File: config.mk
export PLATFORM = sky130hd
export DESIGN_NAME = compressed_block_marker_locator_top_flat
export DESIGN_NICKNAME = d
export VERILOG_FILES = /design/src/hw/rtl/cbml_pkg.sv /design/src/hw/rtl/cbml_if.sv /design/src/hw/rtl/cbml_front.sv /design/src/hw/rtl/cbml_queue.sv /design/src/hw/rtl/cbml_back.sv /design/src/hw/rtl/compressed_block_marker_locator_top.sv /design/src/flat_wrapper.sv
export SDC_FILE = /design/constraint.sdc
export NUM_CORES = 1
export LEC_CHECK = 0
export BUFFER_PORTS_ARGS = -buffer_cell sky130_fd_sc_hd__buf_2
export CAP_MARGIN = 20
export CORE_AREA = 2 2 320 243
export DETAILED_ROUTE_END_ITERATION = 7
export DIE_AREA = 0 0 322 245
export SYNTH_ARGS = -nofsm -noshare
export SYNTH_HDL_FRONTEND = slang
export SYNTH_SLANG_ARGS = --single-unit
export TNS_END_PERCENT = 5
File: constraint.sdc
create_clock -name clock -period 8.5 [get_ports clock]
set_input_delay 0 -clock clock [delete_from_list [all_inputs] [get_ports clock]]
set_output_delay 0 -clock clock [all_outputs]
set_load 0.05 [all_outputs]
File: src/hw/rtl/cbml_pkg.sv
package cbml_pkg;

   localparam int OFFSET_WIDTH_DEFAULT = 40;
   localparam int COUNT_WIDTH          = 20;
   localparam int WINDOW_WIDTH         = 48;
   localparam int QUEUE_DEPTH          = 4;
   localparam int MIN_SPAN             = 130;
   localparam int MARK_LEN             = 49;

   localparam logic [WINDOW_WIDTH-1:0] HDR_MAGIC = 48'h3141_5926_5359;
   localparam logic [WINDOW_WIDTH-1:0] EOS_MAGIC = 48'h1772_4538_5090;

   localparam logic [COUNT_WIDTH-1:0] MAX_BLOCKS_RESET = 20'd200000;
   localparam logic [COUNT_WIDTH-1:0] COUNT_MAX        = '1;

   localparam logic KIND_DATA = 1'b0;
   localparam logic KIND_EOS  = 1'b1;

   typedef enum logic [1:0] {
      RES_BLOCK = 2'd0,
      RES_DONE  = 2'd1,
      RES_NONE  = 2'd2,
      RES_FULL  = 2'd3
   } result_kind_type;

   // control part of one queued job
   typedef struct packed {
      logic is_eos;
      logic is_marker;
      logic full;
      logic seen_marker;
   } entry_ctl_type;

endpackage

File: src/hw/rtl/cbml_if.sv
interface cbml_req_if;
   logic       valid;
   logic       ready;
   logic       kind;
   logic [7:0] data_byte;

   modport source (output valid, output kind, output data_byte, input ready);
   modport sink   (input valid, input kind, input data_byte, output ready);
endinterface

interface cbml_rsp_if #(
   parameter int OFFSET_WIDTH = cbml_pkg::OFFSET_WIDTH_DEFAULT
);
   logic                             valid;
   logic                             ready;
   logic [1:0]                       result_kind;
   logic [OFFSET_WIDTH-1:0]          block_start;
   logic [OFFSET_WIDTH-1:0]          block_end;
   logic [cbml_pkg::COUNT_WIDTH-1:0] block_count;

   modport source (output valid, output result_kind, output block_start,
                   output block_end, output block_count, input ready);
   modport sink   (input valid, input result_kind, input block_start,
                   input block_end, input block_count, output ready);
   modport mon    (input valid, input ready, input result_kind, input block_start,
                   input block_end, input block_count);
endinterface

File: src/hw/rtl/cbml_front.sv
module cbml_front #(
   parameter int OFFSET_WIDTH = cbml_pkg::OFFSET_WIDTH_DEFAULT
) (
   input  logic                             clock,
   input  logic                             reset,
   cbml_req_if.sink                         req,
   input  logic [cbml_pkg::COUNT_WIDTH-1:0] max_blocks,
   input  logic                             q_full,
   output logic                             push,
   output cbml_pkg::entry_ctl_type          push_ctl,
   output logic [OFFSET_WIDTH-1:0]          push_pos,
   output logic [OFFSET_WIDTH-1:0]          push_start
);

   localparam int WW = cbml_pkg::WINDOW_WIDTH;

   logic [WW-1:0]                    window_ff;
   logic [OFFSET_WIDTH-1:0]          bit_count_ff;
   logic [OFFSET_WIDTH-1:0]          start_ff;
   logic [cbml_pkg::COUNT_WIDTH-1:0] marker_count_ff;
   logic                             full_ff;

   logic [WW+7:0] cat;
   logic          hit;
   logic [2:0]    hit_sel;
   logic          accept;
   logic          take_data;
   logic          at_cap;

   assign req.ready = !q_full;
   assign accept    = req.valid && req.ready;
   assign take_data = accept && (req.kind == cbml_pkg::KIND_DATA) && !full_ff;
   assign at_cap    = marker_count_ff >= max_blocks;
   assign cat       = {window_ff, req.data_byte};

   // eight window comparators, earliest bit position wins
   always_comb begin
      hit     = 1'b0;
      hit_sel = 3'd0;
      for (int k = 8; k >= 1; k--) begin
         if (cat[8-k +: WW] == cbml_pkg::HDR_MAGIC || cat[8-k +: WW] == cbml_pkg::EOS_MAGIC) begin
            hit     = 1'b1;
            hit_sel = 3'(k - 1);
         end
      end
   end

   assign push_pos   = bit_count_ff + OFFSET_WIDTH'(hit_sel) + OFFSET_WIDTH'(1);
   assign push_start = start_ff;
   assign push       = accept && ((req.kind == cbml_pkg::KIND_EOS) || (take_data && hit));

   always_comb begin
      push_ctl.is_eos      = (req.kind == cbml_pkg::KIND_EOS);
      push_ctl.is_marker   = (req.kind == cbml_pkg::KIND_DATA);
      push_ctl.full        = full_ff;
      push_ctl.seen_marker = (marker_count_ff != '0);
   end

   always_ff @(posedge clock) begin
      if (reset || (accept && req.kind == cbml_pkg::KIND_EOS)) begin
         window_ff       <= '0;
         bit_count_ff    <= '0;
         start_ff        <= '0;
         marker_count_ff <= '0;
         full_ff         <= 1'b0;
      end else if (take_data) begin
         window_ff    <= cat[WW-1:0];
         bit_count_ff <= bit_count_ff + OFFSET_WIDTH'(8);
         if (hit && at_cap) begin
            full_ff <= 1'b1;
         end else if (hit) begin
            marker_count_ff <= marker_count_ff + 1'b1;
            start_ff        <= push_pos;
         end
      end
   end

endmodule

File: src/hw/rtl/cbml_queue.sv
module cbml_queue #(
   parameter int OFFSET_WIDTH = cbml_pkg::OFFSET_WIDTH_DEFAULT
) (
   input  logic                    clock,
   input  logic                    reset,
   input  logic                    push,
   input  cbml_pkg::entry_ctl_type push_ctl,
   input  logic [OFFSET_WIDTH-1:0] push_pos,
   input  logic [OFFSET_WIDTH-1:0] push_start,
   output logic                    full,
   input  logic                    pop,
   output logic                    q_valid,
   output cbml_pkg::entry_ctl_type q_ctl,
   output logic [OFFSET_WIDTH-1:0] q_pos,
   output logic [OFFSET_WIDTH-1:0] q_start
);

   localparam int DEPTH = cbml_pkg::QUEUE_DEPTH;
   localparam int PW    = $clog2(DEPTH);

   cbml_pkg::entry_ctl_type ctl_ff   [DEPTH];
   logic [OFFSET_WIDTH-1:0] pos_ff   [DEPTH];
   logic [OFFSET_WIDTH-1:0] start_ff [DEPTH];
   logic [PW-1:0]           wr_ptr_ff;
   logic [PW-1:0]           rd_ptr_ff;
   logic [PW:0]             count_ff;

   assign full    = (count_ff == (PW+1)'(DEPTH));
   assign q_valid = (count_ff != '0);
   assign q_ctl   = ctl_ff[rd_ptr_ff];
   assign q_pos   = pos_ff[rd_ptr_ff];
   assign q_start = start_ff[rd_ptr_ff];

   always_ff @(posedge clock) begin
      if (push) begin
         ctl_ff[wr_ptr_ff]   <= push_ctl;
         pos_ff[wr_ptr_ff]   <= push_pos;
         start_ff[wr_ptr_ff] <= push_start;
      end
   end

   always_ff @(posedge clock) begin
      if (reset) begin
         wr_ptr_ff <= '0;
         rd_ptr_ff <= '0;
         count_ff  <= '0;
      end else begin
         if (push) begin
            wr_ptr_ff <= wr_ptr_ff + 1'b1;
         end
         if (pop) begin
            rd_ptr_ff <= rd_ptr_ff + 1'b1;
         end
         if (push && !pop) begin
            count_ff <= count_ff + 1'b1;
         end else if (pop && !push) begin
            count_ff <= count_ff - 1'b1;
         end
      end
   end

endmodule

File: src/hw/rtl/cbml_back.sv
module cbml_back #(
   parameter int OFFSET_WIDTH = cbml_pkg::OFFSET_WIDTH_DEFAULT
) (
   input  logic                    clock,
   input  logic                    reset,
   input  logic                    q_valid,
   input  cbml_pkg::entry_ctl_type q_ctl,
   input  logic [OFFSET_WIDTH-1:0] q_pos,
   input  logic [OFFSET_WIDTH-1:0] q_start,
   output logic                    pop,
   cbml_rsp_if.source              rsp
);

   localparam int CW = cbml_pkg::COUNT_WIDTH;

   // stage a: block end
   logic                    a_valid_ff;
   cbml_pkg::entry_ctl_type a_ctl_ff;
   logic [OFFSET_WIDTH-1:0] a_end_ff;
   logic [OFFSET_WIDTH-1:0] a_start_ff;
   logic [OFFSET_WIDTH-1:0] end_in;

   // output stage
   logic                    rsp_valid_ff;
   logic [1:0]              kind_ff;
   logic [OFFSET_WIDTH-1:0] start_out_ff;
   logic [OFFSET_WIDTH-1:0] end_out_ff;
   logic [CW-1:0]           count_out_ff;
   logic [CW-1:0]           reported_ff;

   logic                    out_free;
   logic                    advance;
   logic [OFFSET_WIDTH:0]   diff;
   logic                    qualify;
   logic [CW-1:0]           reported_in;
   cbml_pkg::result_kind_type eos_kind;

   assign out_free = !rsp_valid_ff || rsp.ready;
   assign advance  = a_valid_ff && out_free;
   assign pop      = q_valid && (!a_valid_ff || out_free);

   assign end_in = (q_pos > OFFSET_WIDTH'(cbml_pkg::MARK_LEN))
                   ? q_pos - OFFSET_WIDTH'(cbml_pkg::MARK_LEN) : '0;

   always_ff @(posedge clock) begin
      if (reset) begin
         a_valid_ff <= 1'b0;
      end else if (pop) begin
         a_valid_ff <= 1'b1;
      end else if (out_free) begin
         a_valid_ff <= 1'b0;
      end
   end

   always_ff @(posedge clock) begin
      if (pop) begin
         a_ctl_ff   <= q_ctl;
         a_end_ff   <= end_in;
         a_start_ff <= q_start;
      end
   end

   // borrow out of the top bit means end lies before start
   assign diff    = {1'b0, a_end_ff} - {1'b0, a_start_ff};
   assign qualify = a_ctl_ff.is_marker && a_ctl_ff.seen_marker && !diff[OFFSET_WIDTH]
                    && (diff[OFFSET_WIDTH-1:0] >= OFFSET_WIDTH'(cbml_pkg::MIN_SPAN));
   assign reported_in = (reported_ff == cbml_pkg::COUNT_MAX) ? reported_ff
                                                             : reported_ff + 1'b1;

   always_comb begin
      if (a_ctl_ff.full) begin
         eos_kind = cbml_pkg::RES_FULL;
      end else if (reported_ff == '0) begin
         eos_kind = cbml_pkg::RES_NONE;
      end else begin
         eos_kind = cbml_pkg::RES_DONE;
      end
   end

   always_ff @(posedge clock) begin
      if (reset) begin
         rsp_valid_ff <= 1'b0;
         reported_ff  <= '0;
      end else if (out_free) begin
         rsp_valid_ff <= advance && (a_ctl_ff.is_eos || qualify);
         if (advance && a_ctl_ff.is_eos) begin
            reported_ff <= '0;
         end else if (advance && qualify) begin
            reported_ff <= reported_in;
         end
      end
   end

   always_ff @(posedge clock) begin
      if (advance) begin
         if (a_ctl_ff.is_eos) begin
            kind_ff      <= eos_kind;
            start_out_ff <= '0;
            end_out_ff   <= '0;
            count_out_ff <= reported_ff;
         end else begin
            kind_ff      <= cbml_pkg::RES_BLOCK;
            start_out_ff <= a_start_ff;
            end_out_ff   <= a_end_ff;
            count_out_ff <= reported_in;
         end
      end
   end

   assign rsp.valid       = rsp_valid_ff;
   assign rsp.result_kind = kind_ff;
   assign rsp.block_start = start_out_ff;
   assign rsp.block_end   = end_out_ff;
   assign rsp.block_count = count_out_ff;

endmodule

File: src/hw/rtl/compressed_block_marker_locator_top.sv
// channel   port      dir  fields
// request   req_chan  in   kind (1), data_byte (8)
// response  rsp_chan  out  result_kind (2), block_start, block_end (OFFSET_WIDTH),
//                          block_count (20)
// config    csr_*     in   csr_we, csr_wdata = max_blocks (20)
//
// one transaction per cycle sustained while the queue has room: eight parallel
// window comparators scan a byte; a response passes the queue entry (written at
// the accepting edge), then end calc, then the output register
// a 4-entry queue between scanner and reporter absorbs response stalls; req ready
// drops only when that queue is full
// synchronous active-high reset clears control state, max_blocks returns to 200000
module compressed_block_marker_locator_top #(
   parameter int OFFSET_WIDTH = cbml_pkg::OFFSET_WIDTH_DEFAULT
) (
   input  logic                             clock,
   input  logic                             reset,
   cbml_req_if.sink                         req_chan,
   cbml_rsp_if.source                       rsp_chan,
   input  logic                             csr_we,
   input  logic [cbml_pkg::COUNT_WIDTH-1:0] csr_wdata
);

   // capacity of the caller's block list
   logic [cbml_pkg::COUNT_WIDTH-1:0] max_blocks_ff;

   // scanner to queue
   logic                    push;
   cbml_pkg::entry_ctl_type push_ctl;
   logic [OFFSET_WIDTH-1:0] push_pos;
   logic [OFFSET_WIDTH-1:0] push_start;
   logic                    q_full;

   // queue to reporter
   logic                    pop;
   logic                    q_valid;
   cbml_pkg::entry_ctl_type q_ctl;
   logic [OFFSET_WIDTH-1:0] q_pos;
   logic [OFFSET_WIDTH-1:0] q_start;

   always_ff @(posedge clock) begin
      if (reset) begin
         max_blocks_ff <= cbml_pkg::MAX_BLOCKS_RESET;
      end else if (csr_we) begin
         max_blocks_ff <= csr_wdata;
      end
   end

   // front: bit window, bit counter, marker count and full state
   cbml_front #(.OFFSET_WIDTH(OFFSET_WIDTH)) u_front (
      .clock      (clock),
      .reset      (reset),
      .req        (req_chan),
      .max_blocks (max_blocks_ff),
      .q_full     (q_full),
      .push       (push),
      .push_ctl   (push_ctl),
      .push_pos   (push_pos),
      .push_start (push_start)
   );

   // only markers and end-of-stream transactions are queued
   cbml_queue #(.OFFSET_WIDTH(OFFSET_WIDTH)) u_queue (
      .clock      (clock),
      .reset      (reset),
      .push       (push),
      .push_ctl   (push_ctl),
      .push_pos   (push_pos),
      .push_start (push_start),
      .full       (q_full),
      .pop        (pop),
      .q_valid    (q_valid),
      .q_ctl      (q_ctl),
      .q_pos      (q_pos),
      .q_start    (q_start)
   );

   // back: span check, reported count, result formatting
   cbml_back #(.OFFSET_WIDTH(OFFSET_WIDTH)) u_back (
      .clock   (clock),
      .reset   (reset),
      .q_valid (q_valid),
      .q_ctl   (q_ctl),
      .q_pos   (q_pos),
      .q_start (q_start),
      .pop     (pop),
      .rsp     (rsp_chan)
   );

endmodule

File: src/flat_wrapper.sv
// flat-port wrapper written by rule: the top's interface ports become plain ports
module compressed_block_marker_locator_top_flat 
#(
   parameter int OFFSET_WIDTH = cbml_pkg::OFFSET_WIDTH_DEFAULT
)
  (clock, reset, csr_we, csr_wdata, req_chan_valid, req_chan_kind, req_chan_data_byte, req_chan_ready, rsp_chan_valid, rsp_chan_result_kind, rsp_chan_block_start, rsp_chan_block_end, rsp_chan_block_count, rsp_chan_ready);
  cbml_req_if req_chan_i ();
  cbml_rsp_if #(.OFFSET_WIDTH(OFFSET_WIDTH)) rsp_chan_i ();
  input  logic clock;
  input  logic reset;
  input  logic csr_we;
  input  logic [cbml_pkg::COUNT_WIDTH-1:0] csr_wdata;
  input wire logic [$bits(req_chan_i.valid)-1:0] req_chan_valid;
  input wire logic [$bits(req_chan_i.kind)-1:0] req_chan_kind;
  input wire logic [$bits(req_chan_i.data_byte)-1:0] req_chan_data_byte;
  output wire logic [$bits(req_chan_i.ready)-1:0] req_chan_ready;
  output wire logic [$bits(rsp_chan_i.valid)-1:0] rsp_chan_valid;
  output wire logic [$bits(rsp_chan_i.result_kind)-1:0] rsp_chan_result_kind;
  output wire logic [$bits(rsp_chan_i.block_start)-1:0] rsp_chan_block_start;
  output wire logic [$bits(rsp_chan_i.block_end)-1:0] rsp_chan_block_end;
  output wire logic [$bits(rsp_chan_i.block_count)-1:0] rsp_chan_block_count;
  input wire logic [$bits(rsp_chan_i.ready)-1:0] rsp_chan_ready;
  assign req_chan_i.valid = req_chan_valid;
  assign req_chan_i.kind = req_chan_kind;
  assign req_chan_i.data_byte = req_chan_data_byte;
  assign req_chan_ready = req_chan_i.ready;
  assign rsp_chan_valid = rsp_chan_i.valid;
  assign rsp_chan_result_kind = rsp_chan_i.result_kind;
  assign rsp_chan_block_start = rsp_chan_i.block_start;
  assign rsp_chan_block_end = rsp_chan_i.block_end;
  assign rsp_chan_block_count = rsp_chan_i.block_count;
  assign rsp_chan_i.ready = rsp_chan_ready;
  compressed_block_marker_locator_top #(.OFFSET_WIDTH(OFFSET_WIDTH)) u_core (.clock(clock), .reset(reset), .req_chan(req_chan_i), .rsp_chan(rsp_chan_i), .csr_we(csr_we), .csr_wdata(csr_wdata));
endmodule
==> flow_summary.html, run 1 <==
<table>
<tr><th>Metric</th><th>Value</th></tr>
<tr><th colspan="2">Outcome</th></tr>
<tr><td>Result of the run</td><td>finished, final reports clean</td></tr>
<tr><th colspan="2">Cells and area</th></tr>
<tr><td>Fraction of final layout cells with drive strength greater than 1</td><td>0.1328</td></tr>
<tr><td>Layout overhead on the synthesized area</td><td>13.87%</td></tr>
<tr><td>ANT cells</td><td>0</td></tr>
<tr><td>Fillcell total</td><td>6679</td></tr>
<tr><td>Total number of nets in the final design</td><td>around 3100</td></tr>
<tr><th colspan="2">CTS</th></tr>
<tr><td>Number of clock buffers inserted by TritonCTS</td><td>between 70 and 80</td></tr>
<tr><td>Root buffer selected by CTS</td><td>sky130_fd_sc_hd__clkbuf_16</td></tr>
<tr><td>Later-pin clock latency in the skew report</td><td>around 650 ps</td></tr>
<tr><td>Clock tree sinks</td><td>slightly above 700</td></tr>
<tr><td># H-tree levels</td><td>3</td></tr>
<tr><td>Register clock-pin slew on the reported worst setup and hold paths</td><td>approximately 60 ps</td></tr>
<tr><td>Maximum clock insertion buffer count</td><td>3</td></tr>
<tr><td>TritonCTS clock tree</td><td>yes</td></tr>
<tr><th colspan="2">Placed design</th></tr>
<tr><td>GP Congestion</td><td>around 1</td></tr>
<tr><td>I/O Buffers</td><td>between 100 and 150</td></tr>
<tr><td>DPL Wire Length</td><td>~70 mm</td></tr>
<tr><th colspan="2">Job</th></tr>
<tr><td>Max-cap violation count</td><td>0</td></tr>
<tr><th colspan="2">Synthesis</th></tr>
<tr><td>Most instantiated cells after synthesis</td><td>sky130_fd_sc_hd__edfxtp_1 (522), sky130_fd_sc_hd__nand2_1 (279), sky130_fd_sc_hd__nor2_1 (271), sky130_fd_sc_hd__dfxtp_1 (196), sky130_fd_sc_hd__a21oi_1 (146)</td></tr>
<tr><td>Number of flops mapped to enable cells by yosys</td><td>522</td></tr>
<tr><td>Synth area leaders</td><td>sky130_fd_sc_hd__edfxtp_1 (46%), sky130_fd_sc_hd__dfxtp_1 (12%), sky130_fd_sc_hd__mux4_2 (5.6%)</td></tr>
<tr><td>Top-area cell type share of the netlist area</td><td>0.4634</td></tr>
<tr><td>Most used DFF post-synth</td><td>sky130_fd_sc_hd__edfxtp_1</td></tr>
<tr><td>Number of flip-flops and latches in the synthesized netlist</td><td>about 720</td></tr>
<tr><td>Ys Warns</td><td>0</td></tr>
<tr><td>Syn nets</td><td>roughly 3000</td></tr>
<tr><td>Number of distinct library cells after synthesis</td><td>roughly 100</td></tr>
<tr><td>Top-count cell post-synth</td><td>sky130_fd_sc_hd__edfxtp_1</td></tr>
<tr><td>Fraction of registers with async set/reset</td><td>0</td></tr>
<tr><td>Post-Synthesis Cells</td><td>around 2900</td></tr>
<tr><td>Sequential element share of the synthesized area</td><td>0.5794</td></tr>
<tr><td>Cell type with the largest total area after synthesis</td><td>sky130_fd_sc_hd__edfxtp_1</td></tr>
<tr><td>Post-synthesis cell area</td><td>0.03383 mm^2</td></tr>
<tr><td>Post-Synthesis Mean Instance Area</td><td>between 10 and 15 um^2</td></tr>
<tr><th colspan="2">Worst setup path</th></tr>
<tr><td>Worst-path maximum fanout</td><td>11</td></tr>
<tr><td>Startpoint of the lowest-slack register-to-register path</td><td>u_core.u_front.window_ff[5]$_SDFFE_PP0P_</td></tr>
<tr><td>Cell breakdown of the critical path</td><td>or2_2 &gt; nor4b_1 &gt; and3_1 &gt; o21ai_0 &gt; o21a_1 &gt; o211ai_1 &gt; ha_1 &gt; nand2_1 &gt; a41oi_2 &gt; nand2_2 &gt; or3_1 &gt; nand2b_1 &gt; xnor2_1 &gt; mux2i_1 &gt; nor2_1</td></tr>
<tr><td>Required time at the worst-slack endpoint</td><td>slightly above 9000 ps</td></tr>
<tr><td>Worst path arrival time</td><td>roughly 5900 ps</td></tr>
<tr><td>Type of origin of the critical path</td><td>flip-flop</td></tr>
<tr><td>Worst-case register-to-register setup slack</td><td>about 3100 ps</td></tr>
<tr><td>Bufs and invs on worst path</td><td>0</td></tr>
<tr><td>Endpoint type of the worst setup path</td><td>flip-flop</td></tr>
<tr><td>Worst setup path category</td><td>flip-flop to flip-flop</td></tr>
<tr><td>R2r worst-path depth</td><td>15</td></tr>
<tr><td>Setup crit start</td><td>u_core.u_front.window_ff[5]$_SDFFE_PP0P_</td></tr>
<tr><td>Cell type group with the largest total delay on the critical path</td><td>simple AND/OR/NAND/NOR gates</td></tr>
<tr><td>Worst path slowest cell</td><td>sky130_fd_sc_hd__nor4b_1</td></tr>
<tr><td>Endpoint of the worst register-to-register path</td><td>u_core.u_front.push_start[32]$_SDFFE_PP0P_</td></tr>
<tr><td>Longest individual stage delay on the worst path</td><td>just under 900 ps</td></tr>
<tr><th colspan="2">Floorplanning</th></tr>
<tr><td>Total number of placement rows</td><td>roughly 90</td></tr>
<tr><td>Horizontal extent of the die</td><td>322 um</td></tr>
<tr><td>Die ar.</td><td>between 0.07 and 0.08 mm^2</td></tr>
<tr><td>Overall die height</td><td>245 um</td></tr>
<tr><td>I/O pin count</td><td>around 140</td></tr>
<tr><td>Initial Util</td><td>0.4453</td></tr>
<tr><td>Area of the placeable core</td><td>about 0.076 mm^2</td></tr>
<tr><th colspan="2">Timing</th></tr>
<tr><td>Slew Limit Fails</td><td>0</td></tr>
<tr><td>Least-Margin Pin Slew</td><td>about 1200 ps</td></tr>
<tr><td>Time the final worst path needs with I/O delays and setup</td><td>~5400 ps</td></tr>
<tr><td>Final worst-path cycle share</td><td>0.6321</td></tr>
<tr><td>Maximum clock rate</td><td>186.1 MHz</td></tr>
<tr><td>Setup TNS</td><td>0 ps</td></tr>
<tr><td>Setup repair after global routing missed its margin</td><td>false</td></tr>
<tr><td>Layout Skew</td><td>approximately 44 ps</td></tr>
<tr><td>Final setup fails</td><td>0</td></tr>
<tr><td>Final number of hold-violating endpoints</td><td>0</td></tr>
<tr><td>Slew headroom</td><td>0.2202</td></tr>
<tr><th colspan="2">Pwr</th></tr>
<tr><td>Static leakage</td><td>between 0.01 and 0.015 uW</td></tr>
<tr><td>Power per Cell Area</td><td>~330 mW/mm^2</td></tr>
<tr><td>Worst ir drop on vdd</td><td>between 0.00015 and 0.0002 V</td></tr>
<tr><td>Design Power</td><td>between 10000 and 15000 uW</td></tr>
<tr><th colspan="2">GRT</th></tr>
<tr><td>Number of antenna violations at the first check in global routing</td><td>3</td></tr>
<tr><td>Total GRT Usage</td><td>0.2507</td></tr>
<tr><td>Wire length of the first global-routing pass</td><td>roughly 150 mm</td></tr>
<tr><td>Total congestion overflow after global routing</td><td>0</td></tr>
<tr><td>Via count of the first global-routing pass</td><td>roughly 23000</td></tr>
<tr><td>Maximum number of pins on one net before global-route repair</td><td>80</td></tr>
<tr><th colspan="2">Worst hold path</th></tr>
<tr><td>Critical hold path startpoint</td><td>req_chan_kind</td></tr>
<tr><td>Cell depth of the worst hold path</td><td>2</td></tr>
<tr><td>Class of the most critical hold timing path</td><td>input port to flip-flop</td></tr>
<tr><td>Capture endpoint of the worst hold path</td><td>u_core.u_queue.ctl_ff[1][3]$_DFFE_PP_</td></tr>
<tr><th colspan="2">Drt</th></tr>
<tr><td>Iteration count of the initial detailed-routing pass</td><td>6</td></tr>
<tr><td>Average wire per standard cell</td><td>between 20 and 25 um</td></tr>
<tr><td>Ratio of routed vias to standard cells</td><td>~6</td></tr>
<tr><td>Initial DRC count</td><td>between 2000 and 2500</td></tr>
<tr><td>ANT nets after route</td><td>0</td></tr>
<tr><td>Total via count in the routed design</td><td>around 24000</td></tr>
<tr><td>Total wire length</td><td>99.06 mm</td></tr>
<tr><td>DRC violation count after routing</td><td>0</td></tr>
</table>
-- cells in the final DEF, fill, tap and decap left out, types with 74 or more instances in the layout --
| cell type | instances |
|---|---|
| sky130_fd_sc_hd__edfxtp_1 | 522 |
| sky130_fd_sc_hd__nand2_1 | 278 |
| sky130_fd_sc_hd__xnor2_1 | 74 |
| sky130_fd_sc_hd__nor2_1 | 270 |
| sky130_fd_sc_hd__a21oi_1 | 145 |
| sky130_fd_sc_hd__buf_2 | 137 |
| sky130_fd_sc_hd__mux4_2 | 84 |
| sky130_fd_sc_hd__xor2_1 | 75 |
| sky130_fd_sc_hd__nand4_1 | 78 |
| sky130_fd_sc_hd__inv_1 | 92 |
| sky130_fd_sc_hd__dfxtp_1 | 193 |
| sky130_fd_sc_hd__clkbuf_16 | 77 |
-- per-layer routing --
layer  up-vias  track usage  share of wire
met1     11919       0.3874           0.48
met3       137      0.03993          0.064
met2       809       0.3668           0.43
li1      10983            -              -
met4         0      0.06116          0.022
met5         -            0              0
-- registers in the layout, indices dropped and copies added, names as in the netlist, 37 cells and up, named ones only --
register                       flops
u_core.u_queue.pos_ff            160
u_core.u_queue.start_ff          160
u_core.u_front.window_ff          47
u_core.u_back.a_end_ff            40
u_core.u_back.a_start_ff          40
u_core.u_back.rsp.block_end       40
u_core.u_back.rsp.block_start     40
u_core.u_front.push_start         40
u_core.u_front.bit_count_ff       37
-- report_power, final --
group / total, uW / internal [uW] / switching (uW) / leakage (uW)
clock network: 3220 / 1830 / 1400 / 0.00117
registers: 4700 / 4440 / 256 / 0.00667
logic: 4810 / 1540 / 3270 / 0.00537
total: 12700 / 7820 / 4920 / 0.0132
-- worst max-delay path by stage --
stage	depth (start not counted)	to	slack, ps
2_1_floorplan	7	u_core.u_back.reported_ff[12]$_SDFFE_PP0P_	1290
3_3_place_gp	14	u_core.u_front.push_start[32]$_SDFFE_PP0P_	3340
3_5_place_dp	14	u_core.u_front.push_start[32]$_SDFFE_PP0P_	3330
4_1_cts	15	u_core.u_front.push_start[32]$_SDFFE_PP0P_	3290
5_1_grt	15	u_core.u_front.push_start[24]$_SDFFE_PP0P_	2900
6_report	15	u_core.u_front.push_start[32]$_SDFFE_PP0P_	3130
-- cell type report --
| type | instances | area [um^2] | share of cell area |
|---|---|---|---|
| tap | 990 | 1239 | 0.03216 |
| sequential | 718 | 19610 | 0.5089 |
| clock buffer | 117 | 2197 | 0.05704 |
| multi-input combinational | 1894 | 13280 | 0.3447 |
| clock inverter | 20 | 219.0 | 0.005684 |
| timing repair buffer | 238 | 1634 | 0.04242 |
| inverter | 93 | 349.1 | 0.009062 |
-- stage by stage --
step / std cells / hold slack (ps) / utilization / setup WS [ps] / cell area, um^2
floorplan: 2864 / 98.87 / - / 1294 / 33830
global placement: 3859 / 220.1 / 0.4654 / 3342 / 35360
detailed placement: 3859 / 226.0 / 0.4654 / 3335 / 35360
CTS: 4069 / 168.4 / 0.5068 / 3288 / 38510
global route: 4070 / 221.7 / 0.5070 / 2905 / 38520
finish: 4070 / 210.4 / 0.5070 / 3127 / 38520
-- timing repair --
| action | CTS | global route |
|---|---|---|
| buffers inserted | 0 | 0 |
| gates resized for setup | 0 | 0 |
| endpoints found under the hold margin | 51 | 0 |
| hold buffers | 73 | 0 |
-- cells by family after synthesis --
group	Yosys count	synth area share
multiplexers	139	0.07227
buffers and inverters	252	0.03014
AND/OR/NAND/NOR	1157	0.1802
XOR/XNOR	149	0.03858
flip-flops	718	0.5794
AO/OA/AOI/OAI	374	0.07131
adder cells (fa/ha/maj)	75	0.02818
Note: power is estimated with default switching activity, not from simulation.
==> run 2, diff against run 1 <==
--- a/config.mk
+++ b/config.mk
@@ -5,11 +5,12 @@
 export SDC_FILE = /design/constraint.sdc
 export NUM_CORES = 1
 export LEC_CHECK = 0
+export ABC_AREA = 1
 export BUFFER_PORTS_ARGS = -buffer_cell sky130_fd_sc_hd__buf_2
 export CAP_MARGIN = 20
-export CORE_AREA = 2 2 320 243
+export CORE_AREA = 2 2 331 251
 export DETAILED_ROUTE_END_ITERATION = 7
-export DIE_AREA = 0 0 322 245
+export DIE_AREA = 0 0 333 253
 export SYNTH_ARGS = -nofsm -noshare
 export SYNTH_HDL_FRONTEND = slang
 export SYNTH_SLANG_ARGS = --single-unit
==> constraint.sdc (replaced) <==
create_clock -name clock -period 5.4 [get_ports clock]
set_input_delay 0 -clock clock [delete_from_list [all_inputs] [get_ports clock]]
set_output_delay 0 -clock clock [all_outputs]
set_load 0.05 [all_outputs]
==> run 2 against run 1 <==
Compared with the run above: first-iteration DRC count is 58% higher; core utilization is 0.17 points lower; setup slack worse by 2000 ps; via count is 28% higher; largest cell class unchanged; largest power group unchanged; highest routed layer unchanged.
==> flow_summary.html, run 2 <==
<table>
<tr><th>Metric</th><th>Value</th></tr>
<tr><th colspan="2">Synthesis</th></tr>
<tr><td>Post-Synthesis Mean Instance Area</td><td>~8.6 um^2</td></tr>
<tr><td>Synth area leaders</td><td>sky130_fd_sc_hd__edfxtp_1 (43%), sky130_fd_sc_hd__dfxtp_1 (11%), sky130_fd_sc_hd__nand2_1 (7.5%)</td></tr>
<tr><td>Number of flip-flops and latches in the synthesized netlist</td><td>a little over 700</td></tr>
<tr><td>Top-count cell post-synth</td><td>sky130_fd_sc_hd__nand2_1</td></tr>
<tr><td>Most instantiated cells after synthesis</td><td>sky130_fd_sc_hd__nand2_1 (724), sky130_fd_sc_hd__nor2_1 (572), sky130_fd_sc_hd__inv_1 (552), sky130_fd_sc_hd__edfxtp_1 (522), sky130_fd_sc_hd__o21ai_0 (311)</td></tr>
<tr><td>Cell type with the largest total area after synthesis</td><td>sky130_fd_sc_hd__edfxtp_1</td></tr>
<tr><td>Post-synthesis cell area</td><td>around 0.036 mm^2</td></tr>
<tr><td>Most used DFF post-synth</td><td>sky130_fd_sc_hd__edfxtp_1</td></tr>
<tr><td>Number of flops mapped to enable cells by yosys</td><td>522</td></tr>
<tr><td>Mux cell area share after synthesis</td><td>0</td></tr>
<tr><td>Number of distinct library cells after synthesis</td><td>between 50 and 60</td></tr>
<tr><td>Ys Warns</td><td>0</td></tr>
<tr><td>Post-synthesis simple-gate area fraction</td><td>0.2345</td></tr>
<tr><td>Sequential element share of the synthesized area</td><td>0.5423</td></tr>
<tr><td>Top-area cell type share of the netlist area</td><td>0.4337</td></tr>
<tr><td>Fraction of registers with async set/reset</td><td>0</td></tr>
<tr><td>Synthesized-area fraction occupied by adder cells</td><td>0.02638</td></tr>
<tr><td>Synthesized-area fraction occupied by ao, oa, aoi and oai cells</td><td>0.1019</td></tr>
<tr><td>Synth Area in XOR/XNOR</td><td>0.01527</td></tr>
<tr><td>Combinational family with the most area after synthesis</td><td>simple AND/OR/NAND/NOR gates</td></tr>
<tr><td>Syn nets</td><td>between 4000 and 5000</td></tr>
<tr><td>Post-Synthesis Cells</td><td>roughly 4200</td></tr>
<tr><th colspan="2">Cells and area</th></tr>
<tr><td>Share of the core filled with cells in the final layout</td><td>0.5053</td></tr>
<tr><td>Top library cells by usage in the layout, fill and taps aside</td><td>sky130_fd_sc_hd__nand2_1 (724), sky130_fd_sc_hd__nor2_1 (567), sky130_fd_sc_hd__inv_1 (549)</td></tr>
<tr><td>Registers with the most flip-flops</td><td>u_core.u_queue.pos_ff: 160 flops, u_core.u_queue.start_ff: 160 flops, u_core.u_front.window_ff: 47 flops</td></tr>
<tr><td>Most frequent standard cell in the layout excluding fill and tap cells</td><td>sky130_fd_sc_hd__nand2_1</td></tr>
<tr><td>Layout overhead on the synthesized area</td><td>13.66%</td></tr>
<tr><td>Total number of nets in the final design</td><td>~4500</td></tr>
<tr><td>Fraction of final layout cells with drive strength greater than 1</td><td>0.09348</td></tr>
<tr><th colspan="2">Placed design</th></tr>
<tr><td>GP Congestion</td><td>around 1.1</td></tr>
<tr><td>DPL Wire Length</td><td>just under 90 mm</td></tr>
<tr><td>I/O Buffers</td><td>around 140</td></tr>
<tr><th colspan="2">Floorplanning</th></tr>
<tr><td>Horizontal extent of the die</td><td>roughly 330 um</td></tr>
<tr><td>Overall die height</td><td>253 um</td></tr>
<tr><td>Initial Util</td><td>0.4446</td></tr>
<tr><td>Die ar.</td><td>0.08425 mm^2</td></tr>
<tr><td>I/O pin count</td><td>roughly 140</td></tr>
<tr><td>Area of the placeable core</td><td>0.08130 mm^2</td></tr>
<tr><td>Total number of placement rows</td><td>slightly above 90</td></tr>
<tr><th colspan="2">CTS</th></tr>
<tr><td>Post-CTS Resized</td><td>0</td></tr>
<tr><td>Later-pin clock latency in the skew report</td><td>640 ps</td></tr>
<tr><td>TritonCTS clock tree</td><td>yes</td></tr>
<tr><td>Clock tree sinks</td><td>around 720</td></tr>
<tr><td>Number of buffers inserted to repair setup after CTS</td><td>0</td></tr>
<tr><td>Register clock-pin slew on the reported worst setup and hold paths</td><td>about 70 ps</td></tr>
<tr><td># H-tree levels</td><td>3</td></tr>
<tr><td>Hold-fix buffer count after cts</td><td>46</td></tr>
<tr><td>Maximum clock insertion buffer count</td><td>3</td></tr>
<tr><td>Number of clock buffers inserted by TritonCTS</td><td>74</td></tr>
<tr><td>Root buffer selected by CTS</td><td>sky130_fd_sc_hd__clkbuf_16</td></tr>
<tr><th colspan="2">Pwr</th></tr>
<tr><td>Static leakage</td><td>~0.016 uW</td></tr>
<tr><td>Design Power</td><td>around 22000 uW</td></tr>
<tr><td>Worst ir drop on vdd</td><td>between 0.0002 and 0.0003 V</td></tr>
<tr><td>Power per Cell Area</td><td>529.3 mW/mm^2</td></tr>
<tr><th colspan="2">Worst hold path</th></tr>
<tr><td>Class of the most critical hold timing path</td><td>input port to flip-flop</td></tr>
<tr><th colspan="2">Worst setup path</th></tr>
<tr><td>Worst setup path category</td><td>flip-flop to flip-flop</td></tr>
<tr><td>Worst path arrival time</td><td>about 4600 ps</td></tr>
<tr><td>Type of origin of the critical path</td><td>flip-flop</td></tr>
<tr><td>Endpoint type of the worst setup path</td><td>flip-flop</td></tr>
<tr><td>Required time at the worst-slack endpoint</td><td>5700 ps</td></tr>
<tr><td>Worst-path maximum fanout</td><td>20</td></tr>
<tr><th colspan="2">Drt</th></tr>
<tr><td>DRC violation count after routing</td><td>0</td></tr>
<tr><td>Iteration count of the initial detailed-routing pass</td><td>8</td></tr>
<tr><td>Ratio of routed vias to standard cells</td><td>between 5 and 6</td></tr>
<tr><td>ANT nets after route</td><td>0</td></tr>
<tr><td>Total wire length</td><td>~120 mm</td></tr>
<tr><td>Initial DRC count</td><td>around 3600</td></tr>
<tr><td>Average wire per standard cell</td><td>about 21 um</td></tr>
<tr><td>Total via count in the routed design</td><td>around 31000</td></tr>
<tr><th colspan="2">Timing</th></tr>
<tr><td>Least-Margin Pin Slew</td><td>around 1000 ps</td></tr>
<tr><td>Layout Skew</td><td>~30 ps</td></tr>
<tr><td>Maximum clock rate</td><td>between 200 and 250 MHz</td></tr>
<tr><td>Time the final worst path needs with I/O delays and setup</td><td>roughly 4300 ps</td></tr>
<tr><td>Final setup fails</td><td>0</td></tr>
<tr><td>Slew Limit Fails</td><td>0</td></tr>
<tr><td>Final worst-path cycle share</td><td>0.7995</td></tr>
<tr><td>Slew headroom</td><td>0.3261</td></tr>
<tr><td>Setup repair after global routing missed its margin</td><td>false</td></tr>
<tr><td>Final number of hold-violating endpoints</td><td>0</td></tr>
<tr><td>Setup TNS</td><td>0 ps</td></tr>
<tr><th colspan="2">Job</th></tr>
<tr><td>Max-cap violation count</td><td>0</td></tr>
<tr><th colspan="2">GRT</th></tr>
<tr><td>Via count of the first global-routing pass</td><td>approximately 28000</td></tr>
<tr><td>Total congestion overflow after global routing</td><td>0</td></tr>
<tr><td>Wire length of the first global-routing pass</td><td>175.7 mm</td></tr>
<tr><td>Total GRT Usage</td><td>0.2750</td></tr>
<tr><td>Number of antenna violations at the first check in global routing</td><td>2</td></tr>
<tr><td>Maximum number of pins on one net before global-route repair</td><td>a little under 90</td></tr>
<tr><th colspan="2">Outcome</th></tr>
<tr><td>Result of the run</td><td>finished, final reports clean</td></tr>
</table>
-- run 2: cell types whose count changed after synthesis, moves of 68 or more --
cell,change
sky130_fd_sc_hd__mux4_2,-84
sky130_fd_sc_hd__nor2b_1,-70
sky130_fd_sc_hd__nor3_1,+68
sky130_fd_sc_hd__inv_1,+460
sky130_fd_sc_hd__nor2_1,+301
sky130_fd_sc_hd__nand2_1,+445
sky130_fd_sc_hd__a21oi_1,+101
sky130_fd_sc_hd__nand3_1,+150
sky130_fd_sc_hd__o21ai_0,+253
-- run 2: layer usage --
| layer | vias up | global-route usage | wire length, um |
|---|---|---|---|
| met1 | 14467 | 0.4112 | 54820 |
| li1 | 14530 | - | - |
| met5 | - | 0 | 0 |
| met4 | 0 | 0.06231 | 2365 |
| met3 | 169 | 0.07283 | 11820 |
| met2 | 1360 | 0.3955 | 48250 |
-- run 2: path summary, 6_finish.rpt --
| kind | start | cells past startpoint | slack [ps] | end |
|---|---|---|---|---|
| max reg2reg | u_core.u_front.window_ff[1]$_SDFFE_PP0P_ | 13 | 1080 | u_core.u_queue.pos_ff[1][31]$_DFFE_PP_ |
| min | csr_wdata[18] | 4 | 180 | u_core.max_blocks_ff[18]$_SDFFE_PP0P_ |
| max | u_core.u_front.window_ff[1]$_SDFFE_PP0P_ | 13 | 1080 | u_core.u_queue.pos_ff[1][31]$_DFFE_PP_ |
| min reg2reg | u_core.max_blocks_ff[9]$_SDFFE_PP0P_ | 2 | 470 | u_core.max_blocks_ff[9]$_SDFFE_PP0P_ |
-- run 2: kinds of logic after synthesis --
group,count (synthesis)
xor gates and xnor gates,63
buffers and inverters,728
DFF,718
adders and majority gates,75
and+or+nand+nor,1923
AOI/OAI and AO/OA,679
-- run 2: worst max-delay path, stage by stage (launching register included) --
cell	delay, ps
sky130_fd_sc_hd__dfxtp_1	500
sky130_fd_sc_hd__nor2_2	470
sky130_fd_sc_hd__nand3_1	330
sky130_fd_sc_hd__nor2_1	380
sky130_fd_sc_hd__nor3b_1	230
sky130_fd_sc_hd__nand4_1	300
sky130_fd_sc_hd__nand4_1	220
sky130_fd_sc_hd__nor2_1	90
sky130_fd_sc_hd__nand2_2	130
sky130_fd_sc_hd__nand2_1	160
sky130_fd_sc_hd__nand2_1	180
sky130_fd_sc_hd__inv_1	200
sky130_fd_sc_hd__nor2_4	390
sky130_fd_sc_hd__buf_4	370
-- run 2: layout make-up --
| type | count | area [um^2] |
|---|---|---|
| Fill cell | 7702 | 40210 |
| Sequential cell | 718 | 19600 |
| Multi-Input combinational cell | 2740 | 13700 |
| Inverter | 576 | 2168 |
| Clock buffer | 97 | 2091 |
| Timing Repair Buffer | 247 | 1727 |
| Tap cell | 1069 | 1338 |
| Clock inverter | 40 | 450.4 |
| Antenna cell | 1 | 2.502 |
-- run 2: report_power, final --
group	internal, uW	leakage, uW	switching [uW]
combinational	2330	0.00832	6480
clock	3090	0.00125	2240
sequential	7100	0.00639	496
total	12500	0.0159	9220
-- run 2: through the flow --
step                cells  worst slack, ps  hold WS [ps]  cell area [um^2]
floorplan            4186           -545.1         98.87             36150
global placement     5303             1271         220.9             38070
detailed placement   5303             1341         218.6             38070
CTS                  5486             1315         94.40             41070
global route         5487             1002         162.1             41080
finish               5488             1083         179.2             41080
